## config.mk

```make
export PLATFORM = sky130hd
export DESIGN_NAME = stft_ctrl
export DESIGN_NICKNAME = d
export VERILOG_FILES = /design/src/rtl/core/stft_pkg.sv /design/src/rtl/core/stft_ctrl.sv
export SDC_FILE = /design/constraint.sdc
export NUM_CORES = 1
export LEC_CHECK = 0
export ABC_AREA = 0
export BUFFER_PORTS_ARGS = -buffer_cell sky130_fd_sc_hd__clkbuf_2
export CAP_MARGIN = 20
export CORE_AREA = 2 2 39 41
export CTS_CLUSTER_SIZE = 16
export DETAILED_ROUTE_END_ITERATION = 16
export DIE_AREA = 0 0 41 43
export PLACE_DENSITY_LB_ADDON = 0.25
export SLEW_MARGIN = 20
export SYNTH_ARGS = -nofsm -noshare
export SYNTH_HDL_FRONTEND = slang
export SYNTH_SLANG_ARGS = --single-unit
```

## constraint.sdc

```tcl
create_clock -name clk -period 1.6 [get_ports clk]
set_input_delay 0.32 -clock clk [delete_from_list [all_inputs] [get_ports clk]]
set_output_delay 0.32 -clock clk [all_outputs]
set_load 0.02 [all_outputs]
```

## src/rtl/core/stft_pkg.sv

```systemverilog
// ----------------------------------------------------------------------------
// Sparse transpose package
// Status codes and the command and status groups passed between the
// controller and the datapath of the sparse triplet transpose.
// ----------------------------------------------------------------------------
package stft_pkg;

  // Result status codes.
  localparam logic [1:0] STATUS_OK  = 2'd0;
  localparam logic [1:0] STATUS_COL = 2'd1;
  localparam logic [1:0] STATUS_NNZ = 2'd2;

  // Commands from the controller to the datapath.
  typedef struct packed {
    logic load_item;
    logic update;
    logic pfx_step;
    logic sc_rd_trip;
    logic sc_rd_start;
    logic sc_write;
    logic em_rd;
    logic em_load;
    logic err_load;
    logic clear;
  } stft_cmd_t;

  // Status from the datapath to the controller.
  typedef struct packed {
    logic item_last;
    logic err_any;
    logic pfx_done;
    logic sc_last;
    logic em_last;
    logic out_free;
  } stft_stat_t;

endpackage

```

## src/rtl/core/stft_ctrl.sv

```systemverilog
// ----------------------------------------------------------------------------
// Sparse transpose controller
// Sequences loading, prefix sum, scatter and emission of one matrix and
// drives the input stall.
// ----------------------------------------------------------------------------
module stft_ctrl
  import stft_pkg::*;
(
  input  logic       clk,
  input  logic       rst,
  input  logic       item_valid,
  output logic       item_stall,
  input  stft_stat_t stat,
  output stft_cmd_t  cmd
);

  typedef enum logic [3:0] {
    S_LOAD,
    S_UPDATE,
    S_PREFIX,
    S_SC_TRIP,
    S_SC_START,
    S_SC_WRITE,
    S_EMIT_RD,
    S_EMIT_LD,
    S_ERR_OUT
  } state_t;

  state_t state;
  state_t state_next;

  // Commands follow the current state.
  always_comb begin
    cmd = '0;
    unique case (state)
      S_LOAD:     cmd.load_item = item_valid;
      S_UPDATE:   cmd.update = 1'b1;
      S_PREFIX:   cmd.pfx_step = 1'b1;
      S_SC_TRIP:  cmd.sc_rd_trip = 1'b1;
      S_SC_START: cmd.sc_rd_start = 1'b1;
      S_SC_WRITE: cmd.sc_write = 1'b1;
      S_EMIT_RD:  cmd.em_rd = 1'b1;
      S_EMIT_LD: begin
        cmd.em_load = stat.out_free;
        cmd.clear = stat.out_free && stat.em_last;
      end
      S_ERR_OUT: begin
        cmd.err_load = stat.out_free;
        cmd.clear = stat.out_free;
      end
      default: ;
    endcase
  end

  // Next state.
  always_comb begin
    state_next = state;
    unique case (state)
      S_LOAD: begin
        if (item_valid) state_next = S_UPDATE;
      end
      S_UPDATE: begin
        if (stat.item_last) begin
          state_next = stat.err_any ? S_ERR_OUT : S_PREFIX;
        end else begin
          state_next = S_LOAD;
        end
      end
      S_PREFIX: begin
        if (stat.pfx_done) state_next = S_SC_TRIP;
      end
      S_SC_TRIP:  state_next = S_SC_START;
      S_SC_START: state_next = S_SC_WRITE;
      S_SC_WRITE: state_next = stat.sc_last ? S_EMIT_RD : S_SC_TRIP;
      S_EMIT_RD:  state_next = S_EMIT_LD;
      S_EMIT_LD: begin
        if (stat.out_free) state_next = stat.em_last ? S_LOAD : S_EMIT_RD;
      end
      S_ERR_OUT: begin
        if (stat.out_free) state_next = S_LOAD;
      end
      default: state_next = S_LOAD;
    endcase
  end

  // State register and registered stall.
  always_ff @(posedge clk) begin
    if (rst) begin
      state <= S_LOAD;
      item_stall <= 1'b0;
    end else begin
      state <= state_next;
      item_stall <= (state_next != S_LOAD);
    end
  end

`ifndef SYNTH
  // At most one command uses the memory ports in a cycle.
  assert property (@(posedge clk) disable iff (rst)
    $onehot0({cmd.load_item, cmd.update, cmd.pfx_step, cmd.sc_rd_trip, cmd.sc_rd_start,
              cmd.sc_write, cmd.em_rd, cmd.em_load, cmd.err_load}))
    else $error("stft_ctrl: overlapping commands");

  // The end of a matrix returns to loading.
  assert property (@(posedge clk) disable iff (rst) cmd.clear |=> state == S_LOAD)
    else $error("stft_ctrl: clear did not return to load");

  // An update is always preceded by an accepted word.
  assert property (@(posedge clk) disable iff (rst)
    (state == S_UPDATE) |-> $past(cmd.load_item))
    else $error("stft_ctrl: update without a loaded word");
`endif

endmodule

```

# Word level (Yosys, flattened, before mapping)
# Cells that the tools add are included.
totals:
  regBits: 5
op_classes:
  reduce_logical: 3
  eq_ne: 8
  mux: 19
ops:
  columns: ["cell", "n"]
  rows:
  - ["$pmux W4 S9", 1]
  - ["$mux W4", 6]
  - ["$eq A4 B3 Y1 const B", 4]
  - ["$mux W1", 9]
  - ["$eq A4 B2 Y1 const B", 2]
  - ["$mux W3", 2]
  - ["$eq A4 B1 Y1 const B", 1]
  - ["$eq A4 B4 Y1 const B", 1]
  - ["$logic_not A4 Y1", 1]
  - ["$reduce_bool A4 Y1", 1]
  - ["$pmux W1 S2", 1]
  - ["$logic_and A1 B1 Y1", 1]

# Depth between registers and ports, before layout
# Gate-level depths: netlist (run 1).
depth:
  ltp_word: 4
  mapped_depth: 5
  mapped_depth_nobuf: 4

# Worst setup path before layout (run 1)
# No wires, ideal clock.
synth_timing:
  path_type: "flip-flop to output port"
  start: "register state[3]"
  end: "output cmd[0] (netlist bit)"
  path_buffers: 1
  stages_incl_launch_ff: 6
  path_slack_ns: 0.022
  t_arrival_ns: 1.258
  t_required_ns: 1.280
  path_cell_list: "dfxtp_1 -> buf_6 -> inv_2 -> nand2_2 -> or3_1 -> a21oi_1"
synth_rtl:
  columns: ["element", "line_no", "text"]
  rows:
  - ["start, declared", "stft_ctrl.sv:29", "state_t state;"]
  - ["start signal, assigned", "stft_ctrl.sv:92", "state <= state_next;"]
  - ["end, declared", "stft_ctrl.sv:14", "output stft_cmd_t cmd"]

==> results.py, run 1 <==
metrics = {
    "sta": {
        "hold_viol_final": 0,
        "period_share_pct": 103,
        "rsz0062_at_grt": "yes",
        "max_freq_ghz": 0.609,
        "worst_slew_pin_slew_ps": 239,
        "fin_skew_ps": 1.41,
        "postLayoutSetupSlackWorst_ps": -42.3,
        "layout_min_cycle_time_ps": 1640,
        "slew_headroom_pct": 84.0,
        "finalSetupTns_ps": -42.3,
        "setup_violations": 1,
        "maxSlewViolCount": 0,
    },
    "die": {
        "start_util_pct": 30.0,
        "dieHeight_um": 43,
        "die_area_mm2": 0.00176,
        "placementRows": 14,
        "ioPinCount": 20,
        "core_mm2": 0.00138,
        "dieWidth_um": 41,
    },
    "routing": {
        "drt_iter0_markers": 5,
        "drt-wirelength-per-cell_um": 11.4,
        "dr_total_vias": 463,
        "ant_nets": 0,
        "drtPass1Iterations": 4,
        "vias_per_cell": 4.72,
        "drc_errors": 0,
        "routed_wl_um": 1110,
    },
    "run_status": {
        "outcome": "finished, violations left",
        "violations": "negative setup slack",
    },
    "logic_synthesis": {
        "synthesis.area_um2": 415,
        "syn_nets": 62,
        "synth_cell_type_count": 28,
        "ys_ff_latch": 5,
        "ys_warn_count": 0,
        "post-synth-top-area-cell": "dfxtp_1",
        "ys_top_cells_by_count": "6 x nor3_1, 5 x dfxtp_1, 5 x nand2_1, 5 x nor2_1",
        "synth_edf_count": 0,
        "synth_area_leaders": "dfxtp_1 24%, buf_6 8.1%, nor3_1 7.2%",
        "postSynthCellCount": 53,
        "synth_ff_type": "dfxtp_1",
        "synth_area_per_cell_um2": 7.84,
        "async_flop_share_pct": 0,
        "synth.top_cell.area_share_pct": 24.1,
        "yosys.cell_count.top_type": "nor3_1",
        "yosysSeqAreaShare_pct": 24.1,
    },
    "clock_network": {
        "ctsHtreeMaxLevel": 1,
        "cts_buffer_depth": 2,
        "clock_sinks": 5,
        "path_clk_slew_ps": 40,
        "cts_made_buffers": 3,
        "cts_tree": "done",
        "clkLatencyLatePin_ps": 240,
        "clockRootBuffer": "clkbuf_4",
    },
    "hold_path": {
        "holdCritPathClass": "in -> reg",
    },
    "cells_and_area": {
        "fin_cells": 98,
        "n_fill_cell": 137,
        "fin_util_pct": 48.8,
        "multi_input_area_um2": 307,
        "final_layout_size_suffix_gt1_share_pct": 62.2,
        "seqCellArea_um2": 113,
        "diodes": 0,
        "area_delta_synth_final_pct": 62.7,
        "nets": 92,
    },
    "critical_path": {
        "required_ps": 1280,
        "startpoint_type": "flop",
        "max_stage_delay_ps": 390,
        "path_class": "reg -> out",
        "end_kind": "output pin",
        "arrival_ps": 1320,
        "slowest_stage": "dfxtp_4",
        "path_cells": "nand2_4 > or3_4 > a21oi_2 > buf_6",
        "cp_max_fo": 6,
    },
    "place": {
        "gp_congestion": 0.668,
        "dp_hpwl_um": 743,
        "dp_cells": 89,
        "preCtsSetupSlack_ps": 82.6,
        "io_buffers": 19,
    },
    "power_and_ir_drop": {
        "powerDensity_mw_per_mm2": 767,
        "leakagePower_nw": 0.298,
        "max-vdd-ir-drop_uv": 482,
    },
    "grt": {
        "grt.overflow.total": 0,
        "use_met2_pct": 21.3,
        "antenna_found_initial": 0,
        "grt_pass1_wl_um": 1720,
        "grtUsageMet1_pct": 18.1,
        "grt_usage_pct": 14.5,
        "grt_start_max_net_pins": 9,
        "grt_pass1_vias": 417,
        "met3_usage_pct": 5.76,
        "grt-busiest-layer": "met2",
    },
    "job": {
        "maxCapViolations": 0,
    },
}
[routing by layer]
layer | vias up | wire length (um)
li1 | 241 | -
met1 | 204 | 466
met2 | 18 | 551
met3 | 0 | 96
met4 | 0 | 0
met5 | - | 0
[sequential cells by signal (all words and copies together) (netlist names)]
signal / count
item_stall: 1
state: 4
[critical path, delay by kind of cell, from the launching register on]
family / cells / cell delay (ps)
AO/OA/AOI/OAI: 1 / 150
flip-flops: 1 / 390
buffers and inverters: 1 / 130
AND/OR/NAND/NOR: 2 / 410
[kinds of logic after synthesis]
group	share of synthesized area (%)
buf+inv	12.7
compound gates	23.2
simple gates	40.1
flops	24.1
[report_power, final]
part | internal [W] | total, W | leakage, nW | switching, W
Clock | 0.0000943 | 0.000146 | 0.0150 | 0.0000518
Combinational | 0.000107 | 0.000216 | 0.240 | 0.000109
Sequential | 0.000140 | 0.000156 | 0.0437 | 0.0000155
[worst paths after layout]
check | start | to | slack, ps | cells past startpoint
worst max register to register | state[1] | item_stall | 280 | 6
worst min register to register | state[3] | state[2] | 630 | 3
worst max-delay path | state[2] | cmd[0] | -40 | 4
worst min-delay path | stat[4] | state[3] | 350 | 3
[placed cells by master (no fill, tap or decap), drive strengths merged]
master	instances
nand3b	1
nand3	2
clkbuf	16
or3	1
dfxtp	5
a41oi	1
nand2	7
a21boi	2
o21ai	3
nor3b	1
buf	17
a31o	1
nor2	5
inv	3
nor2b	2
a211o	1
o21bai	1
nor4b	1
a21oi	3
nand2b	1
a31oi	1
nor3	6
or2b	1
[metrics by stage]
stage / total power (W) / hold slack [ps] / cell area (um2)
floorplan: 0.000276 / 472 / 415
global placement: 0.000324 / 597 / 527
detailed placement: 0.000323 / 591 / 527
CTS: 0.000491 / 341 / 596
global route: 0.000560 / 344 / 676
finish: 0.000518 / 346 / 676
[timing repair]
| item | CTS | global route |
|---|---|---|
| pin swaps | 2 | 3 |
| setup endpoints to repair | 5 | 7 |
| hold buffers | 0 | 0 |
| gates resized for setup | 11 | 23 |
| buffers inserted | 2 | 3 |
[area by class of cell]
cell class / count / share of cell area, %
multi-input cells: 41 / 45.4
repair buffers: 29 / 29.1
flip-flops and latches: 5 / 16.7
clock buffers: 4 / 3.89
well taps: 16 / 2.96
inverters: 3 / 2.04
Note: power is estimated with default switching activity, not from simulation.
==> run 2, diff against run 1 <==
BUFFER_PORTS_ARGS = -buffer_cell sky130_fd_sc_hd__buf_2   (was -buffer_cell sky130_fd_sc_hd__clkbuf_2)
==> run 2 against run 1 <==
Effect of this change:
- the run still ends with negative setup slack left
- count of clock-buffer cells in the layout is 1 lower
- combinational power is 7% lower
- register-to-register slack worse by 70 ps
- power is 2.7% lower
- sequential power hardly changed
- setup slack hardly changed
- via count is 2.4% higher
- highest routed layer is now met4
==> results.py, run 2 (synthesis gave the netlist of run 1 again) <==
metrics = {
    "grt": {
        "antenna_found_initial": 0,
        "grt.overflow.total": 0,
        "grt_usage_pct": 14.7,
        "grt_pass1_wl_um": 1750,
        "grt_pass1_vias": 423,
        "grt_start_max_net_pins": 9,
    },
    "place": {
        "io_buffers": 19,
        "gp_congestion": 0.671,
        "preCtsSetupSlack_ps": 105,
        "dp_hpwl_um": 788,
    },
    "critical_path": {
        "worst-path-buf-inv": 1,
        "startpoint_type": "flop",
        "crit_family": "simple AND/OR/NAND/NOR gates",
        "max_stage_delay_ps": 370,
        "slowest_stage": "dfxtp_4",
        "required_ps": 1280,
        "path_class": "reg -> out",
        "arrival_ps": 1320,
        "cp_max_fo": 6,
        "r2r_slack_ps": 210,
        "end_kind": "output pin",
        "path_cells": "nand2_2 > or3_4 > a21oi_2 > buf_6",
    },
    "die": {
        "placementRows": 14,
        "dieWidth_um": 41,
        "dieHeight_um": 43,
        "die_area_mm2": 0.00176,
        "ioPinCount": 20,
        "core_mm2": 0.00138,
        "start_util_pct": 30.0,
    },
    "cells_and_area": {
        "largest_reg_flops": 4,
        "nets": 90,
        "area_delta_synth_final_pct": 53.0,
        "regMostFlops": "state",
        "mostFrequentLayoutCells": "16 x buf_2, 9 x buf_4, 4 x nor2_1, 4 x nor3_1, 4 x nand2_1",
        "final_layout_size_suffix_gt1_share_pct": 61.3,
        "diodes": 0,
        "reg_top3": "state x4, item_stall x1",
        "final_common_cell": "buf_2",
    },
    "sta": {
        "finalSetupTns_ps": -60.4,
        "rsz0062_at_grt": "yes",
        "period_share_pct": 103,
        "max_freq_ghz": 0.609,
        "layout_min_cycle_time_ps": 1640,
        "setup_violations": 2,
        "maxSlewViolCount": 0,
        "fin_skew_ps": 6.37,
        "postLayoutSetupSlackWorst_ps": -42.7,
        "slew_headroom_pct": 82.9,
        "hold_viol_final": 0,
        "worst_slew_pin_slew_ps": 256,
    },
    "clock_network": {
        "clkLatencyLatePin_ps": 250,
        "clockRootBuffer": "clkbuf_4",
        "cts_made_buffers": 3,
        "path_clk_slew_ps": 50,
        "clock_sinks": 5,
        "ctsHtreeMaxLevel": 1,
        "cts_buffer_depth": 2,
        "cts_tree": "done",
    },
    "routing": {
        "drt_iter0_markers": 12,
        "vias_per_cell": 4.94,
        "drtPass1Iterations": 4,
        "dr_total_vias": 474,
        "drt-wirelength-per-cell_um": 11.4,
        "drc_errors": 0,
        "ant_nets": 0,
        "routed_wl_um": 1090,
    },
    "run_status": {
        "violations": "negative setup slack",
        "outcome": "finished, violations left",
    },
    "power_and_ir_drop": {
        "max-vdd-ir-drop_uv": 357,
        "leakagePower_nw": 0.285,
        "powerDensity_mw_per_mm2": 793,
    },
    "job": {
        "maxCapViolations": 0,
    },
    "hold_path": {
        "holdCritPathClass": "in -> reg",
    },
}
==> run 2: path summary, 6_finish.rpt <==
kind         cells past startpoint     start         end
max                              4  state[2]      cmd[0]
min                              3   stat[4]    state[1]
max reg2reg                      6  state[2]  item_stall
min reg2reg                      3  state[3]    state[2]
==> run 2: layout make-up <==
class,instances,area (um2)
clock buffer,3,22.5
clock inverter,1,5.00
fill,147,748
inverter,3,11.3
multi-input combinational,41,297
sequential,5,110
tap,16,20.0
timing repair buffer,27,170
==> run 2: power breakdown <==
| part | switching, W | internal [W] | total [W] |
|---|---|---|---|
| clock network | 0.0000589 | 0.0000908 | 0.000150 |
| logic | 0.000107 | 0.0000936 | 0.000201 |
| registers | 0.0000141 | 0.000140 | 0.000154 |
| total | 0.000180 | 0.000324 | 0.000504 |
==> run 2: timing repair <==
| item | in CTS | in global routing |
|---|---|---|
| hold buffers | 0 | 0 |
| resized for setup | 9 | 10 |
| setup buffers | 2 | 2 |
| setup endpoints to repair | 5 | 6 |
| pin swaps | 4 | 3 |
==> run 2: routing by layer <==
metal / track usage, % / wire, um / share of wire, %
met1: 16.9 / 464 / 42
met2: 23.1 / 524 / 48
met3: 5.76 / 87 / 8.0
met4: 6.00 / 17 / 1.6
met5: 0 / 0 / 0
==> run 2: metrics by stage <==
stage	hold slack [ps]	util [%]	instance area, um2	cells	power, W
4_1_cts	338	42.0	581	94	0.000486
3_5_place_dp	607	37.5	519	88	0.000320
2_1_floorplan	472	-	415	53	0.000276
3_3_place_gp	612	37.5	519	88	0.000319
6_report	347	45.9	636	96	0.000504
5_1_grt	357	45.9	636	96	0.000541
==> run 2: worst min-delay path: cells and delay by family <==
family / cells / cell delay [ps]
AND/OR/NAND/NOR: 1 / 90
buffers and inverters: 1 / 80
AO/OA/AOI/OAI: 1 / 60
==> run 3, diff against run 2 <==
SKIP_LAST_GASP = 1   (was unset)
==> run 3 against run 2 <==
Effect of this change:
- the flow still finishes with violations (negative setup slack)
- clock power hardly changed
- non-clock buffer count stayed put
- combinational power is 3% lower
- critical path type unchanged
==> results.py, run 3 (synthesis gave the netlist of run 1 again) <==
metrics = {
    "cells_and_area": {
        "mostFrequentLayoutCells": "15 x buf_2, 11 x buf_4, 4 x nor2_1, 4 x nor3_1, 4 x nand2_1",
        "reg_top3": "state x4, item_stall x1",
        "regMostFlops": "state",
        "area_delta_synth_final_pct": 50.9,
        "final_layout_size_suffix_gt1_share_pct": 61.3,
        "largest_reg_flops": 4,
        "nets": 90,
        "diodes": 0,
        "final_common_cell": "buf_2",
        "design_area_um2": 627,
    },
    "clock_network": {
        "cts_tree": "done",
        "path_clk_slew_ps": 50,
        "cts_buffer_depth": 2,
        "ctsHtreeMaxLevel": 1,
        "cts_made_buffers": 3,
        "clockRootBuffer": "clkbuf_4",
        "clkLatencyLatePin_ps": 250,
        "clock_sinks": 5,
    },
    "critical_path": {
        "startpoint_type": "flop",
        "slowest_stage": "or3_4",
        "max_stage_delay_ps": 370,
        "path_cells": "inv_2 > nand2_2 > or3_4 > a21oi_2 > buf_6",
        "cp_max_fo": 3,
        "path_class": "reg -> out",
        "worst-path-buf-inv": 2,
        "end_kind": "output pin",
        "arrival_ps": 1320,
        "required_ps": 1280,
        "crit_family": "simple AND/OR/NAND/NOR gates",
    },
    "sta": {
        "layout_min_cycle_time_ps": 1640,
        "setup_violations": 2,
        "period_share_pct": 103,
        "postLayoutSetupSlackWorst_ps": -41.1,
        "worst_slew_pin_slew_ps": 268,
        "rsz0062_at_grt": "yes",
        "maxSlewViolCount": 0,
        "max_freq_ghz": 0.609,
        "slew_headroom_pct": 82.1,
        "fin_skew_ps": 5.60,
        "finalSetupTns_ps": -74.6,
        "hold_viol_final": 0,
    },
    "routing": {
        "dr_total_vias": 459,
        "drt-wirelength-per-cell_um": 11.2,
        "routed_wl_um": 1070,
        "drtPass1Iterations": 4,
        "vias_per_cell": 4.78,
        "drc_errors": 0,
        "ant_nets": 0,
        "drt_iter0_markers": 13,
    },
    "grt": {
        "grt_usage_pct": 14.8,
        "grtUsageMet1_pct": 17.2,
        "grt_start_max_net_pins": 9,
        "grt.overflow.total": 0,
        "grt_pass1_wl_um": 1770,
        "grt_pass1_vias": 423,
        "grt-busiest-layer": "met2",
        "use_met2_pct": 23.1,
        "antenna_found_initial": 0,
        "met3_usage_pct": 5.76,
    },
    "die": {
        "start_util_pct": 30.0,
        "die_area_mm2": 0.00176,
        "core_mm2": 0.00138,
        "dieWidth_um": 41,
        "ioPinCount": 20,
        "placementRows": 14,
        "dieHeight_um": 43,
    },
    "job": {
        "maxCapViolations": 0,
    },
    "place": {
        "preCtsSetupSlack_ps": 105,
        "placed_area_um2": 519,
        "io_buffers": 19,
        "gp_congestion": 0.671,
        "dp_hpwl_um": 788,
    },
    "power_and_ir_drop": {
        "powerDensity_mw_per_mm2": 792,
        "max-vdd-ir-drop_uv": 357,
        "leakagePower_nw": 0.282,
    },
    "hold_path": {
        "holdCritPathClass": "in -> reg",
    },
    "run_status": {
        "outcome": "finished, violations left",
        "violations": "negative setup slack",
    },
}
-- run 3: report_power, final --
part / switching, W / internal, W / leakage (nW)
clock network: 0.0000583 / 0.0000908 / 0.0177
logic: 0.000105 / 0.0000896 / 0.221
registers: 0.0000136 / 0.000140 / 0.0430
total: 0.000177 / 0.000320 / 0.282
-- run 3: per-stage QoR --
stage	hold slack [ps]	total power, W	utilization (%)	std cells
6_report	349	0.000496	45.3	96
5_1_grt	357	0.000534	45.3	96
4_1_cts	338	0.000483	41.7	94
3_5_place_dp	607	0.000320	37.5	88
3_3_place_gp	612	0.000319	37.5	88
2_1_floorplan	472	0.000276	-	53
-- run 3: worst reg2reg max path, stage by stage (launching register included) --
cell      delay (ps)
dfxtp_4          360
buf_4            160
nor4b_4          290
buf_4            150
buf_4            100
a21boi_1          80
a41oi_2          170
-- run 3: area by class of cell --
| cell class | instances | area [um2] |
|---|---|---|
| Fill cell | 147 | 757 |
| Multi-Input combinational cell | 41 | 292 |
| Timing Repair Buffer | 27 | 169 |
| Sequential cell | 5 | 108 |
| Clock buffer | 3 | 22.5 |
| Tap cell | 16 | 20.0 |
| Inverter | 3 | 11.3 |
| Clock inverter | 1 | 5.00 |
-- run 3: final timing paths --
kind,to,slack [ps],from,cells after the start
worst max-delay path,cmd[0],-40,state[3],5
worst min-delay path,state[1],350,stat[4],3
worst max register to register,item_stall,220,state[2],6
worst min register to register,state[2],600,state[3],3
-- run 3: what timing repair did --
action,4_1_cts,5_1_grt
setup endpoints to repair,5,7
gates resized for setup,8,9
setup buffers,2,2
pin swaps,4,3
hold buffers,0,0
-- run 3: layer usage --
layer / part of all wire, % / vias up
li1: - / 237
met1: 46 / 204
met2: 45 / 16
met3: 7.6 / 2
met4: 1.6 / 0
met5: 0 / -
